## config.mk

```make
export PLATFORM = sky130hd
export DESIGN_NAME = add_rotate_prng_with_range_top
export DESIGN_NICKNAME = d
export VERILOG_FILES = /design/src/hw/rtl/arp_pkg.sv /design/src/hw/rtl/arp_ctrl.sv /design/src/hw/rtl/arp_dp.sv /design/src/hw/rtl/add_rotate_prng_with_range_top.sv
export SDC_FILE = /design/constraint.sdc
export NUM_CORES = 1
export LEC_CHECK = 0
export ABC_AREA = 1
export BUFFER_PORTS_ARGS = -buffer_cell sky130_fd_sc_hd__buf_2
export CAP_MARGIN = 10
export CORE_MARGIN = 2
export CORE_UTILIZATION = 50
export CTS_BUF_LIST = sky130_fd_sc_hd__clkbuf_8 sky130_fd_sc_hd__clkbuf_16
export DETAILED_ROUTE_END_ITERATION = 7
export PLACE_DENSITY_LB_ADDON = 0.3
export SLEW_MARGIN = 30
export SYNTH_ARGS = -nofsm -noshare
export SYNTH_HDL_FRONTEND = slang
export SYNTH_HIERARCHICAL = 1
export SYNTH_SLANG_ARGS = --single-unit
```

## constraint.sdc

```tcl
create_clock -name clk -period 8.28 [get_ports clk]
set_clock_uncertainty 0.1 [all_clocks]
set_input_delay 1.656 -clock clk [delete_from_list [all_inputs] [get_ports clk]]
set_output_delay 1.656 -clock clk [all_outputs]
set_load 0.01 [all_outputs]
```

## src/hw/rtl/arp_pkg.sv

```systemverilog
// ----------------------------------------------------------------------------
// arp_pkg: shared types and constants for the add-rotate generator
// Holds the generator constants, the operation codes, the controller state
// encoding and the command/status bundles between controller and datapath.
// ----------------------------------------------------------------------------
`default_nettype none

package arp_pkg;

    // Generator constants
    localparam int unsigned SEED_ROUNDS = 32;
    localparam int unsigned WORD_W      = 32;
    localparam int unsigned DIV_STEPS   = WORD_W;
    localparam int unsigned ROT_AMT     = 16;

    localparam logic [WORD_W-1:0] ZERO_SEED_WORD = 32'hdeadbeef;
    localparam logic [WORD_W-1:0] SEED_MIX_WORD  = 32'hbead29ba;

    // Round/step counter: wide enough for either count
    localparam int unsigned CNT_MAX = (SEED_ROUNDS > DIV_STEPS) ? SEED_ROUNDS : DIV_STEPS;
    localparam int unsigned CNT_W   = (CNT_MAX > 1) ? $clog2(CNT_MAX) : 1;

    // Operation codes
    localparam logic OP_SEED = 1'b0;
    localparam logic OP_DRAW = 1'b1;

    // Controller states, one-hot
    typedef enum logic [4:0] {
        ST_IDLE = 5'b00001,
        ST_SEED = 5'b00010,
        ST_ADV  = 5'b00100,
        ST_DIV  = 5'b01000,
        ST_WR   = 5'b10000
    } state_t;

    // Controller to datapath commands
    typedef struct packed {
        logic load_seed;
        logic load_range;
        logic advance;
        logic div_load;
        logic div_step;
        logic out_load;
    } cmd_t;

    // Datapath to controller status
    typedef struct packed {
        logic out_free;
    } sts_t;

endpackage

`default_nettype wire

```

## src/hw/rtl/arp_ctrl.sv

```systemverilog
// ----------------------------------------------------------------------------
// arp_ctrl: sequencer for seeding, advancing and the bit-serial remainder
// Accepts one item at a time, counts seed rounds and divider steps, and
// issues datapath commands.
// ----------------------------------------------------------------------------
`default_nettype none

module arp_ctrl (
    input  wire logic          clk,
    input  wire logic          rst_n,
    input  wire logic          in_valid,
    input  wire logic          operation,
    output logic               in_stall,
    input  arp_pkg::sts_t      sts,
    output arp_pkg::cmd_t      cmd
);
    import arp_pkg::*;

    state_t             state_reg;
    state_t             state_next;
    logic [CNT_W-1:0]   cnt_reg;
    logic [CNT_W-1:0]   cnt_next;
    logic               cnt_zero;

    assign cnt_zero = (cnt_reg == '0);

    // Take a new item only when idle
    assign in_stall = (state_reg != ST_IDLE);

    // Next state, counter and commands
    always_comb
    begin
        state_next = state_reg;
        cnt_next   = cnt_reg;
        cmd        = '0;
        unique case (state_reg)
            ST_IDLE:
            begin
                if (in_valid)
                begin
                    if (operation == OP_DRAW)
                    begin
                        cmd.load_range = 1'b1;
                        state_next     = ST_ADV;
                    end
                    else
                    begin
                        cmd.load_seed = 1'b1;
                        cnt_next      = CNT_W'(SEED_ROUNDS - 1);
                        state_next    = ST_SEED;
                    end
                end
            end
            ST_SEED:
            begin
                cmd.advance = 1'b1;
                if (cnt_zero)
                begin
                    state_next = ST_IDLE;
                end
                else
                begin
                    cnt_next = cnt_reg - CNT_W'(1);
                end
            end
            ST_ADV:
            begin
                cmd.advance  = 1'b1;
                cmd.div_load = 1'b1;
                cnt_next     = CNT_W'(DIV_STEPS - 1);
                state_next   = ST_DIV;
            end
            ST_DIV:
            begin
                cmd.div_step = 1'b1;
                if (cnt_zero)
                begin
                    state_next = ST_WR;
                end
                else
                begin
                    cnt_next = cnt_reg - CNT_W'(1);
                end
            end
            ST_WR:
            begin
                if (sts.out_free)
                begin
                    cmd.out_load = 1'b1;
                    state_next   = ST_IDLE;
                end
            end
            default:
            begin
                state_next = ST_IDLE;
            end
        endcase
    end

    // Hold state and counter
    always_ff @(posedge clk or negedge rst_n)
    begin
        if (!rst_n)
        begin
            state_reg <= ST_IDLE;
            cnt_reg   <= '0;
        end
        else
        begin
            state_reg <= state_next;
            cnt_reg   <= cnt_next;
        end
    end

endmodule

`default_nettype wire

```

## src/hw/rtl/arp_dp.sv

```systemverilog
// ----------------------------------------------------------------------------
// arp_dp: generator state words, restoring remainder unit and output register
// Advances the two state words, reduces word B by the range one bit a cycle
// and holds the finished result until the output transfer.
// ----------------------------------------------------------------------------
`default_nettype none

module arp_dp (
    input  wire logic                          clk,
    input  wire logic                          rst_n,
    input  arp_pkg::cmd_t                      cmd,
    output arp_pkg::sts_t                      sts,
    input  wire logic [arp_pkg::WORD_W-1:0]    operand_bits,
    output logic                               out_valid,
    input  wire logic                          out_stall,
    output logic [arp_pkg::WORD_W-1:0]         random_bits
);
    import arp_pkg::*;

    logic [WORD_W-1:0] a_reg;
    logic [WORD_W-1:0] a_next;
    logic [WORD_W-1:0] b_reg;
    logic [WORD_W-1:0] b_next;
    logic [WORD_W-1:0] range_reg;
    logic [WORD_W-1:0] quo_reg;
    logic [WORD_W-1:0] rem_reg;
    logic [WORD_W-1:0] rem_next;
    logic [WORD_W-1:0] res_reg;
    logic              out_valid_reg;
    logic              out_valid_next;

    logic [WORD_W-1:0] seed_word;
    logic [WORD_W-1:0] adv_b;
    logic [WORD_W-1:0] adv_a;
    logic [WORD_W:0]   shifted;
    logic [WORD_W+1:0] diff;

    // Seed word, zero seed replaced
    assign seed_word = (operand_bits != '0) ? operand_bits : ZERO_SEED_WORD;

    // Advance step: B = A + rot16(B), A = A + B
    assign adv_b = a_reg + {b_reg[ROT_AMT-1:0], b_reg[WORD_W-1:ROT_AMT]};
    assign adv_a = a_reg + adv_b;

    // Restoring remainder step
    assign shifted  = {rem_reg, quo_reg[WORD_W-1]};
    assign diff     = {1'b0, shifted} - {2'b00, range_reg};
    assign rem_next = diff[WORD_W+1] ? shifted[WORD_W-1:0] : diff[WORD_W-1:0];

    // Update state words
    always_comb
    begin
        a_next = a_reg;
        b_next = b_reg;
        priority if (cmd.load_seed)
        begin
            a_next = seed_word;
            b_next = seed_word ^ SEED_MIX_WORD;
        end
        else if (cmd.advance)
        begin
            a_next = adv_a;
            b_next = adv_b;
        end
    end

    always_ff @(posedge clk or negedge rst_n)
    begin
        if (!rst_n)
        begin
            a_reg <= '0;
            b_reg <= '0;
        end
        else
        begin
            a_reg <= a_next;
            b_reg <= b_next;
        end
    end

    // Latch range, load dividend, shift remainder
    always_ff @(posedge clk)
    begin
        if (cmd.load_range)
        begin
            range_reg <= operand_bits;
        end
        if (cmd.div_load)
        begin
            quo_reg <= adv_b;
            rem_reg <= '0;
        end
        else if (cmd.div_step)
        begin
            quo_reg <= {quo_reg[WORD_W-2:0], 1'b0};
            rem_reg <= rem_next;
        end
        if (cmd.out_load)
        begin
            res_reg <= (range_reg != '0) ? rem_reg : '0;
        end
    end

    // Output valid: set on load, drop on transfer
    always_comb
    begin
        out_valid_next = out_valid_reg;
        if (cmd.out_load)
        begin
            out_valid_next = 1'b1;
        end
        else if (out_valid_reg && !out_stall)
        begin
            out_valid_next = 1'b0;
        end
    end

    always_ff @(posedge clk or negedge rst_n)
    begin
        if (!rst_n)
        begin
            out_valid_reg <= 1'b0;
        end
        else
        begin
            out_valid_reg <= out_valid_next;
        end
    end

    assign sts.out_free = !out_valid_reg || !out_stall;
    assign out_valid    = out_valid_reg;
    assign random_bits  = res_reg;

endmodule

`default_nettype wire

```

## src/hw/rtl/add_rotate_prng_with_range_top.sv

```systemverilog
// ----------------------------------------------------------------------------
// add_rotate_prng_with_range_top: add-rotate generator with ranged draws
// Seed: accept, then SEED_ROUNDS (32) advance rounds, no result.
// Draw: accept, one advance, 32 remainder steps (one bit per cycle in the
// restoring unit), output load (held while the output is full and stalled),
// then the next item is accepted. The output register holds a result while
// the next item is taken. Reset (async, active low) clears both state words.
// ----------------------------------------------------------------------------
`default_nettype none

module add_rotate_prng_with_range_top (
    input  wire logic                          clk,
    input  wire logic                          rst_n,
    input  wire logic                          in_valid,
    output logic                               in_stall,
    input  wire logic                          operation,
    input  wire logic [arp_pkg::WORD_W-1:0]    operand_bits,
    output logic                               out_valid,
    input  wire logic                          out_stall,
    output logic [arp_pkg::WORD_W-1:0]         random_bits
);
    import arp_pkg::*;

    cmd_t cmd;
    sts_t sts;

    // Sequencer
    arp_ctrl u_ctrl (
        .clk       (clk),
        .rst_n     (rst_n),
        .in_valid  (in_valid),
        .operation (operation),
        .in_stall  (in_stall),
        .sts       (sts),
        .cmd       (cmd)
    );

    // Datapath
    arp_dp u_dp (
        .clk          (clk),
        .rst_n        (rst_n),
        .cmd          (cmd),
        .sts          (sts),
        .operand_bits (operand_bits),
        .out_valid    (out_valid),
        .out_stall    (out_stall),
        .random_bits  (random_bits)
    );

endmodule

`default_nettype wire
```

=== Word level (Yosys, flattened, before mapping) ===
Cells that the tools add are included.
Widths: inputs -> output; s select.

* Bits in registers: 203
* Output and inout bits: 34

* Add/sub/neg operators: 4
* Reductions and logical operators: 15
* Bitwise operators: 1
* Eq/ne operators: 12
* Mux-type cells: 29

{| class="wikitable"
|+ Operators with widths
! kind !! count
|-
| $mux 32 || 8
|-
| $add 32x32->32 || 2
|-
| $reduce_bool 32->1 || 2
|-
| $mux 5 || 7
|-
| $sub 33x32->34 || 1
|-
| $pmux 5 s5 || 1
|-
| $not 19->19 || 1
|-
| $pmux 5 s3 || 1
|-
| $mux 1 || 9
|-
| $ne 2x2->1 const B || 4
|-
| $reduce_and 4->1 || 2
|-
| $reduce_bool 2->1 || 3
|-
| $eq 5x1->1 const B || 1
|-
| $eq 5x2->1 const B || 1
|-
| $eq 5x3->1 const B || 1
|-
| $eq 5x4->1 const B || 1
|-
| $eq 5x5->1 const B || 1
|-
| $logic_not 5->1 || 1
|-
| $ne 5x1->1 const B || 1
|-
| $sub 5x1->5 const B || 1
|-
| $mux 2 || 2
|-
| $ne 2x1->1 const B || 2
|-
| $reduce_or 2->1 || 2
|-
| $mux 3 || 1
|-
| 4 further kinds || 5
|}

=== Longest topological paths before layout ===
Gate-level depths: netlist of the first run.

* Word-level depth: 5
* Mapped depth: 27
* Depth with buffers taken out: 27

=== By module ===
The synthesis of the first run kept the hierarchy.

{| class="wikitable"
|+ By module, submodules not included
! module !! area an instance (um^2) !! cells an instance !! times used !! sequential area each (um^2)
|-
| arp_dp || 13,479.2 || 1,811 || 1 || 5,149.9
|-
| arp_ctrl || 661.9 || 90 || 1 || 251.5
|}

=== Worst setup path after synthesis of the first run ===
No wires, ideal clock.

* Path kind: input -> register
* From: input out_stall
* To: register u_dp.res_reg[0] (netlist: u_dp/random_bits[0]) (enable)
* Library setup time: 0.505 ns
* Path buffers: 0
* Cell stages on the path: 3
* Path slack: 2.699 ns
* Arrival: 4.976 ns
* Required time: 7.675 ns
* Path through: nand2_1 inv_1 nor4_1

{| class="wikitable"
|+ RTL lines
! element !! line !! RTL
|-
| start, declared || add_rotate_prng_with_range_top.sv:19 || <nowiki>input wire logic out_stall,</nowiki>
|-
| end signal, assigned || arp_dp.sv:100 || <nowiki>res_reg <= (range_reg != '0) ? rem_reg : '0;</nowiki>
|-
| end, declared || arp_dp.sv:28 || <nowiki>logic [WORD_W-1:0] res_reg;</nowiki>
|}

=== Worst setup path after layout of the first run ===
* From: register u_dp.a_reg[12]
* To: register u_dp.a_reg[31]

* Longest elaborated chain between the ends: 4

{| class="wikitable"
|+ RTL lines
! element !! line !! RTL
|-
| start, declared || arp_dp.sv:20 || <nowiki>logic [WORD_W-1:0] a_reg;</nowiki>
|-
| start signal, assigned || arp_dp.sv:76 || <nowiki>a_reg <= a_next;</nowiki>
|-
| $add 32x32->32 || arp_dp.sv:42 || <nowiki>assign adv_b = a_reg + {b_reg[ROT_AMT-1:0], b_reg[WORD_W-1:ROT_AMT]};</nowiki>
|-
| $add 32x32->32 * || arp_dp.sv:43 || <nowiki>assign adv_a = a_reg + adv_b;</nowiki>
|-
| $mux 32 * || arp_dp.sv:60 || <nowiki>else if (cmd.advance)</nowiki>
|-
| $mux 32 * || arp_dp.sv:55 || <nowiki>priority if (cmd.load_seed)</nowiki>
|}

Every way passes the cells marked *; elsewhere a longest branch is shown, timed or not. The select of a mux whose other input is x is not followed.
A chain may end at the register's enable or synchronous reset.

==> run metrics, run 1 <==
fin nets=2107; number of synthesized flops with an enable pin=96; largest net degree at the start of global routing=76; TNS Setup=0 ns; Area Growth Syn to Fin=11.1%; port bufs=70; dpl cells=2319; TritonRoute pass-1 iters=5; Vias/cell=5.76; total CTS buffers=24; commonest non-fill, non-tap cell in the layout=nand2_1; Yosys cell types=51; starting density of the core=50.9%; syn_area_per_cell=7.44 µm²; # H-tree levels=1; layout cells sized above 1=8.87%; initial antenna violation count=1; Setup-failing EPs final=0; drt drc=0; Die H=172 µm; CP max FO=5; CTS tree=done; Clock Latency Late Sink=0.53 ns; fmax=219 MHz; root buffer cell=clkbuf_16; post-cts gate resize count=0; cell taking the most area after synthesis=edfxtp_1; Syn Inst Count=1901; initial drt markers=1083; per-cell routed wire length=21.2 µm; post-DP HPWL=39.4 mm; Max Cap Viol=0; total track usage=33.8%; yosys warns=6; clock sinks=203; via count=13600; Synth Net Count=2041; WL final=50.1 mm; vias in the first global route=13400; Seq/Total Area, Yosys=38.2%; outcome=finished clean; crit path from=u_dp/a_reg[12]; Final ANT Viol Nets=0; Finished Layout Cells=2364; RSZ-0062 raised after global routing=no; Worst Tran Pin Value=0.868 ns; Synth top area share=20.4%; Post-Syn Area=14100 µm²; Hold Path Class=register to register; first-pass GRT wire length=75.1 mm; async set-reset flop share out of synthesis=36.9%; Startpoint Class=register; Clock Tree Buf Depth=3; chip width=172 µm; Req. time, crit path=8.59 ns; final worst path period share=55.1%; Synth area leaders=edfxtp_1, nand2_1, dfrtp_1; RePlAce Congestion=1.01; worst hold slack=0.386 ns; full die area=29600 µm²; design area=15700 µm²; core area=27800 µm²; Critical Path AT=4.87 ns; critical path class=register to register; Placed Area=14900 µm²; Worst Hold Launch=u_ctrl/cnt_reg[2]; critical path endpoint category=register; Max Slew Vio Count=0; Clock transition at path regs=0.06 ns; hold buffer count at CTS=0; Fillers=2714; Setup Buffers After CTS=0; row cnt=61; Yosys reg bits=203; Main synth FF type=edfxtp_1; Top Ports=71; Final Hold Viols=0; min cycle time layout=4.56 ns; total congestion overflow=0; headroom to the max-slew limit=42.1%; R2R Path Start=u_dp/a_reg[12]; most frequent cells in the layout=nand2_1, nor2_1, inv_1, a21oi_1, nand3_1
-- logic make-up (layout without fill, tap and decap cells) --
group,after synthesis,in the layout,share of synthesized area [%]
compound gates,386,386,14.9
xor+xnor,44,44,2.83
fa+ha+maj,103,103,9.27
buf+inv,229,313,6.39
flops,203,203,38.2
other cells,0,1,0
simple gates,936,936,28.4
-- final cells by class --
cell class | count | area, µm² | area share [%]
clock buffer | 27 | 653 | 4.16
timing repair buffer | 79 | 424 | 2.70
multi-input combinational | 1469 | 7870 | 50.1
tap | 378 | 473 | 3.01
sequential | 203 | 5400 | 34.4
antenna | 1 | 2.50 | 0.0159
inverter | 190 | 717 | 4.56
clock inverter | 17 | 169 | 1.08
-- layer usage --
layer	GRT usage (%)	wire, µm	up-vias
met3	4.42	3280	143
met4	18.8	3050	0
met2	58.8	24100	522
met5	0	0	-
met1	40.4	19700	6407
li1	-	-	6550
-- final timing paths --
check	endpoint	slack, ns	cells after the start
setup / recovery	u_dp/a_reg[31]	3.72	19
min in group asynchronous	u_dp/a_reg[26]	1.08	1
max in group asynchronous	u_dp/a_reg[13]	6.46	1
hold / removal	u_ctrl/cnt_reg[2]	0.39	2
hold reg to reg	u_ctrl/cnt_reg[2]	0.39	2
setup reg to reg	u_dp/a_reg[31]	3.72	19
-- worst max-delay path: stages (launching register included) --
cell and delay [ns]:
dfrtp_1 0.45, ha_1 0.44, nand2_1 0.21, nor4_1 0.60, nand3b_1 0.16, nand2_1 0.10
xor2_1 0.56, ha_1 0.40, nand2_1 0.15, nor2_1 0.06, nor2_1 0.18, nor2_1 0.06
nor2_1 0.17, o21ai_0 0.13, a21oi_1 0.31, inv_1 0.07, nand2_1 0.07, nand3_1 0.06
nand2_1 0.09, nand2_1 0.05
-- synthesized netlist by cell type (all sizes together), types with 2 or more instances --
cell / count
nor2: 212
o22ai: 2
fa: 3
buf: 14
nand3: 129
a21boi: 4
ha: 100
nor4: 20
a21oi: 173
a21o: 10
o21bai: 12
inv: 190
o21a: 8
o21ai: 145
nand2: 503
nor3: 22
dfxtp: 32
nand3b: 7
xor2: 27
and2: 2
a31oi: 10
or2: 14
clkbuf: 25
dfrtp: 74
o211ai: 20
xnor2: 17
edfxtp: 96
nand4: 26
-- metrics by stage --
stage | utilization, % | setup slack [ns]
after floorplan | - | 2.70
after global placement | 53.6 | 3.71
after detailed placement | 53.6 | 3.70
after CTS | 56.5 | 3.95
after global routing | 56.5 | 3.64
final | 56.5 | 3.72
Power of run 1 is not shown: default switching activity piles up to over one toggle a cycle in this logic, so the estimate is an artifact.
==> run 2, diff against run 1 <==
==> constraint.sdc (replaced) <==
create_clock -name clk -period 3.9 [get_ports clk]
set_clock_uncertainty 0.1 [all_clocks]
set_input_delay 0.78 -clock clk [delete_from_list [all_inputs] [get_ports clk]]
set_output_delay 0.78 -clock clk [all_outputs]
set_load 0.01 [all_outputs]
==> run 2 against run 1 <==
Die area unchanged. Core utilization increased by 3.7 points. Critical path depth increased by 1. Maximum frequency is 19% higher. Setup slack worse by 3.7 ns. Non-clock buffer count rose by 103. Final area is 6.5% higher. Critical endpoint is now u_dp/a_reg[23]. Largest cell class unchanged. Highest routed layer unchanged.
==> run metrics, run 2 (synthesis gave the netlist of run 1 again) <==
outcome=finished clean; min cycle time layout=3.83 ns; Clock Tree Buf Depth=3; full die area=29600 µm²; Area Growth Syn to Fin=18.3%; RePlAce Congestion=1.05; Die H=172 µm; Setup-failing EPs final=0; Req. time, crit path=4.19 ns; CP max FO=4; starting density of the core=50.9%; TritonRoute pass-1 iters=6; via count=14200; final worst path period share=98.3%; Max Slew Vio Count=0; critical path endpoint category=register; first-pass GRT wire length=76.8 mm; WL final=51.3 mm; M1 wire length=20.9 mm; largest net degree at the start of global routing=76; initial drt markers=1248; Max Cap Viol=0; TNS Setup=0 ns; hold buffer count at CTS=0; headroom to the max-slew limit=31.1%; commonest non-fill, non-tap cell in the layout=nand2_1; per-cell routed wire length=20.8 µm; number of antenna diodes=0; vias in the first global route=13600; Worst Tran Pin Value=1.03 ns; layout cells sized above 1=16.0%; # H-tree levels=1; chip width=172 µm; port bufs=70; post-DP HPWL=40.8 mm; Max Used Layer=met4; Vias/cell=5.76; initial antenna violation count=0; most frequent cells in the layout=nand2_1, nor2_1, inv_1, a21oi_1, nand3_1; met3 wire len=3.08 mm; total congestion overflow=0; clock sinks=203; total track usage=34.5%; worst hold slack=0.195 ns; row cnt=61; core area=27800 µm²; Clock Latency Late Sink=0.53 ns; Top Ports=71; critical path class=register to register; Clock transition at path regs=0.06 ns; CTS tree=done; Final ANT Viol Nets=0; total CTS buffers=25; fin nets=2211; Startpoint Class=register; Fillers=2646; drt drc=0; wire length on met2=24.9 mm; fmax=261 MHz; Hold Path Class=input port to async pin; Final Hold Viols=0; root buffer cell=clkbuf_16; Critical Path AT=4.12 ns
==> run 2: cell count changes in the layout (fill, tap and decap cells not counted), sizes merged <==
cell	change
buf	+103
bufinv	-2
clkbuf	-2
clkinv	+2
diode	-1
inv	+3
==> run 2: worst paths after layout <==
kind                                      to              start  slack [ns]  cells past startpoint
min in group clk           u_dp/range_reg[3]    operand_bits[3]        0.36                      1
setup reg to reg              u_dp/a_reg[23]      u_dp/a_reg[5]        0.07                     20
setup / recovery              u_dp/a_reg[23]      u_dp/a_reg[5]        0.07                     20
hold / removal                u_dp/a_reg[30]              rst_n        0.19                      1
max in group asynchronous      u_dp/b_reg[0]              rst_n        2.95                      1
hold reg to reg            u_ctrl/cnt_reg[2]  u_ctrl/cnt_reg[2]        0.38                      2
==> run 2: worst max-delay path: stages (launching register included) <==
cell and delay, ns:
dfrtp_1 0.40, ha_1 0.38, nand2_1 0.10, inv_1 0.09
buf_4 0.10, nand2_1 0.07, o21ai_4 0.24, nand2_1 0.09
nand2_1 0.16, xor2_2 0.28, ha_1 0.32, buf_4 0.15
nand2_1 0.14, o21ai_1 0.13, a21oi_1 0.13, nand2_1 0.16
nand2_1 0.12, nand2_1 0.07, or2_2 0.29, nand3_1 0.08
a21oi_1 0.07
==> run 2: layer usage <==
layer	vias up	GRT usage, %
met4	0	14.1
met2	573	61.2
met3	123	3.59
met1	6756	43.0
li1	6753	-
met5	-	0
==> run 2: layout make-up <==
cell class / instances / area, µm² / share of cell area, %
Clock buffer: 25 / 626 / 3.74
Multi-Input combinational cell: 1469 / 8190 / 49.0
Inverter: 190 / 716 / 4.28
Timing Repair Buffer: 182 / 1210 / 7.23
Sequential cell: 203 / 5400 / 32.3
Clock inverter: 20 / 113 / 0.673
Tap cell: 378 / 473 / 2.83
==> run 2: timing repair <==
item	in CTS	in global routing
pin swaps	0	12
setup buffers	0	6
gates resized for setup	4	72
setup endpoints to repair	12	18
==> run 2: through the flow <==
| step | instance area, µm² | utilization (%) | setup WS (ns) | instances |
|---|---|---|---|---|
| 3_5_place_dp | 15600 | 56.3 | -0.102 | 2416 |
| 5_1_grt | 16700 | 60.2 | -0.0817 | 2467 |
| 3_3_place_gp | 15600 | 56.3 | -0.156 | 2416 |
| 2_1_floorplan | 14100 | - | 0.213 | 1901 |
| 4_1_cts | 16400 | 59.0 | -0.00763 | 2461 |
| 6_report | 16700 | 60.2 | 0.0670 | 2467 |
Power of run 2 is left out for the same reason.
==> run 3, diff against run 2 <==
--- a/config.mk
+++ b/config.mk
@@ -8,8 +8,10 @@
 export ABC_AREA = 1
 export BUFFER_PORTS_ARGS = -buffer_cell sky130_fd_sc_hd__buf_2
 export CAP_MARGIN = 10
+export CELL_PAD_IN_SITES_DETAIL_PLACEMENT = 1
+export CELL_PAD_IN_SITES_GLOBAL_PLACEMENT = 2
 export CORE_MARGIN = 2
-export CORE_UTILIZATION = 50
+export CORE_UTILIZATION = 35
 export CTS_BUF_LIST = sky130_fd_sc_hd__clkbuf_8 sky130_fd_sc_hd__clkbuf_16
 export DETAILED_ROUTE_END_ITERATION = 7
 export PLACE_DENSITY_LB_ADDON = 0.3
==> constraint.sdc (replaced) <==
create_clock -name clk -period 3.85 [get_ports clk]
set_clock_uncertainty 0.1 [all_clocks]
set_input_delay 0.77 -clock clk [delete_from_list [all_inputs] [get_ports clk]]
set_output_delay 0.77 -clock clk [all_outputs]
set_load 0.01 [all_outputs]
==> run 3 against run 2 <==
Count of clock-buffer cells in the layout grew 1. Global-route usage down 7.3 points. Die area is 42% higher. Critical endpoint is now u_dp/a_reg[16].
==> run metrics, run 3 (synthesis gave the netlist of run 1 again) <==
Clock transition at path regs=0.07 ns; post-DP HPWL=45.9 mm; pre-CTS WS=-0.113 ns; clock sinks=203; Max Slew Vio Count=0; full die area=42000 µm²; Top Ports=71; Clock Tree Buf Depth=3; final worst path period share=96.6%; number of antenna diodes=0; Fillers=5035; hold buffer count at CTS=0; via count=13900; TritonRoute pass-1 iters=5; layout cells sized above 1=17.4%; total CTS buffers=25; RSZ-0062 raised after global routing=yes; CP max FO=5; Final ANT Viol Nets=0; design area=17100 µm²; Final Hold Viols=0; Die H=205 µm; Startpoint Class=register; dpl cells=2563; Worst Tran Pin Value=0.800 ns; final worst slack=0.130 ns; CTS tree=done; min cycle time layout=3.72 ns; critical path class=register to register; Max Cap Viol=0; outcome=finished clean; worst hold slack=0.204 ns; starting density of the core=35.5%; Req. time, crit path=4.17 ns; total track usage=27.2%; vias in the first global route=14800; fmax=269 MHz; Finished Layout Cells=2610; RePlAce Congestion=0.952; drt drc=0; most frequent cells in the layout=nand2_1, nor2_1, inv_1, a21oi_1, nand3_1; first-pass GRT wire length=85.7 mm; Clock Latency Late Sink=0.55 ns; WL final=56.8 mm; Setup-failing EPs final=0; headroom to the max-slew limit=46.1%; initial antenna violation count=1; core area=39800 µm²; Hold Path Class=input port to async pin; # H-tree levels=1; commonest non-fill, non-tap cell in the layout=nand2_1; per-cell routed wire length=21.8 µm; root buffer cell=clkbuf_16; row cnt=73; largest net degree at the start of global routing=50; Vias/cell=5.34; chip width=205 µm; port bufs=70; Area Growth Syn to Fin=20.6%; fin nets=2207; critical path endpoint category=register; Critical Path AT=4.04 ns; total congestion overflow=0; initial drt markers=585; Placed Area=15800 µm²
==> run 3: worst paths after layout <==
kind | from | to | slack [ns] | depth (start not counted)
worst max-delay path | u_dp/b_reg[20] | u_dp/a_reg[16] | 0.13 | 17
worst min-delay path | rst_n | u_dp/b_reg[15] | 0.20 | 1
worst max register to register | u_dp/b_reg[20] | u_dp/a_reg[16] | 0.13 | 17
worst min register to register | u_ctrl/cnt_reg[2] | u_ctrl/cnt_reg[2] | 0.38 | 2
max in group asynchronous | rst_n | u_dp/b_reg[19] | 2.67 | 2
min in group clk | operand_bits[30] | u_dp/range_reg[30] | 0.34 | 1
==> run 3: cell type report <==
| cell class | count | area (µm²) | share of cell area [%] |
|---|---|---|---|
| clock buffers | 26 | 639 | 3.75 |
| clock inverters | 19 | 163 | 0.954 |
| inverters | 190 | 716 | 4.20 |
| multi-input cells | 1469 | 8300 | 48.7 |
| flip-flops and latches | 203 | 5400 | 31.7 |
| well taps | 525 | 657 | 3.85 |
| repair buffers | 178 | 1180 | 6.90 |
==> run 3: critical path, cell delays in order, from the launching register on <==
cell     delay [ns]
dfrtp_1        0.43
ha_1           0.36
nand2_1        0.09
nand2_1        0.11
a21oi_1        0.17
nand2_1        0.16
nand3_1        0.12
nand3_2        0.15
xor2_2         0.27
ha_2           0.37
a21oi_1        0.22
o21a_1         0.19
nand3_1        0.13
nand2_1        0.14
nand2_1        0.07
or2_2          0.27
nand3_1        0.15
a21oi_1        0.09
==> run 3: what timing repair did <==
| item | CTS | global route |
|---|---|---|
| endpoints found under the setup margin | 11 | 20 |
| pin swaps | 2 | 12 |
| gates resized for setup | 14 | 91 |
| hold endpoints to repair | 0 | 0 |
| buffers inserted | 0 | 2 |
==> run 3: per-stage QoR <==
step | TNS, ns | util, %
after global routing | -0.193 | 42.8
final | 0 | 42.8
after floorplan | 0 | -
after detailed placement | -0.438 | 39.7
after CTS | -0.0103 | 41.8
after global placement | -0.00623 | 39.7
==> run 3: metal layers <==
metal	global-route usage, %	part of all wire (%)
met3	2.16	3.2
met5	0	0
met1	33.5	43
met2	48.6	49
met4	11.9	4.8
Power of run 3 is left out for the same reason.
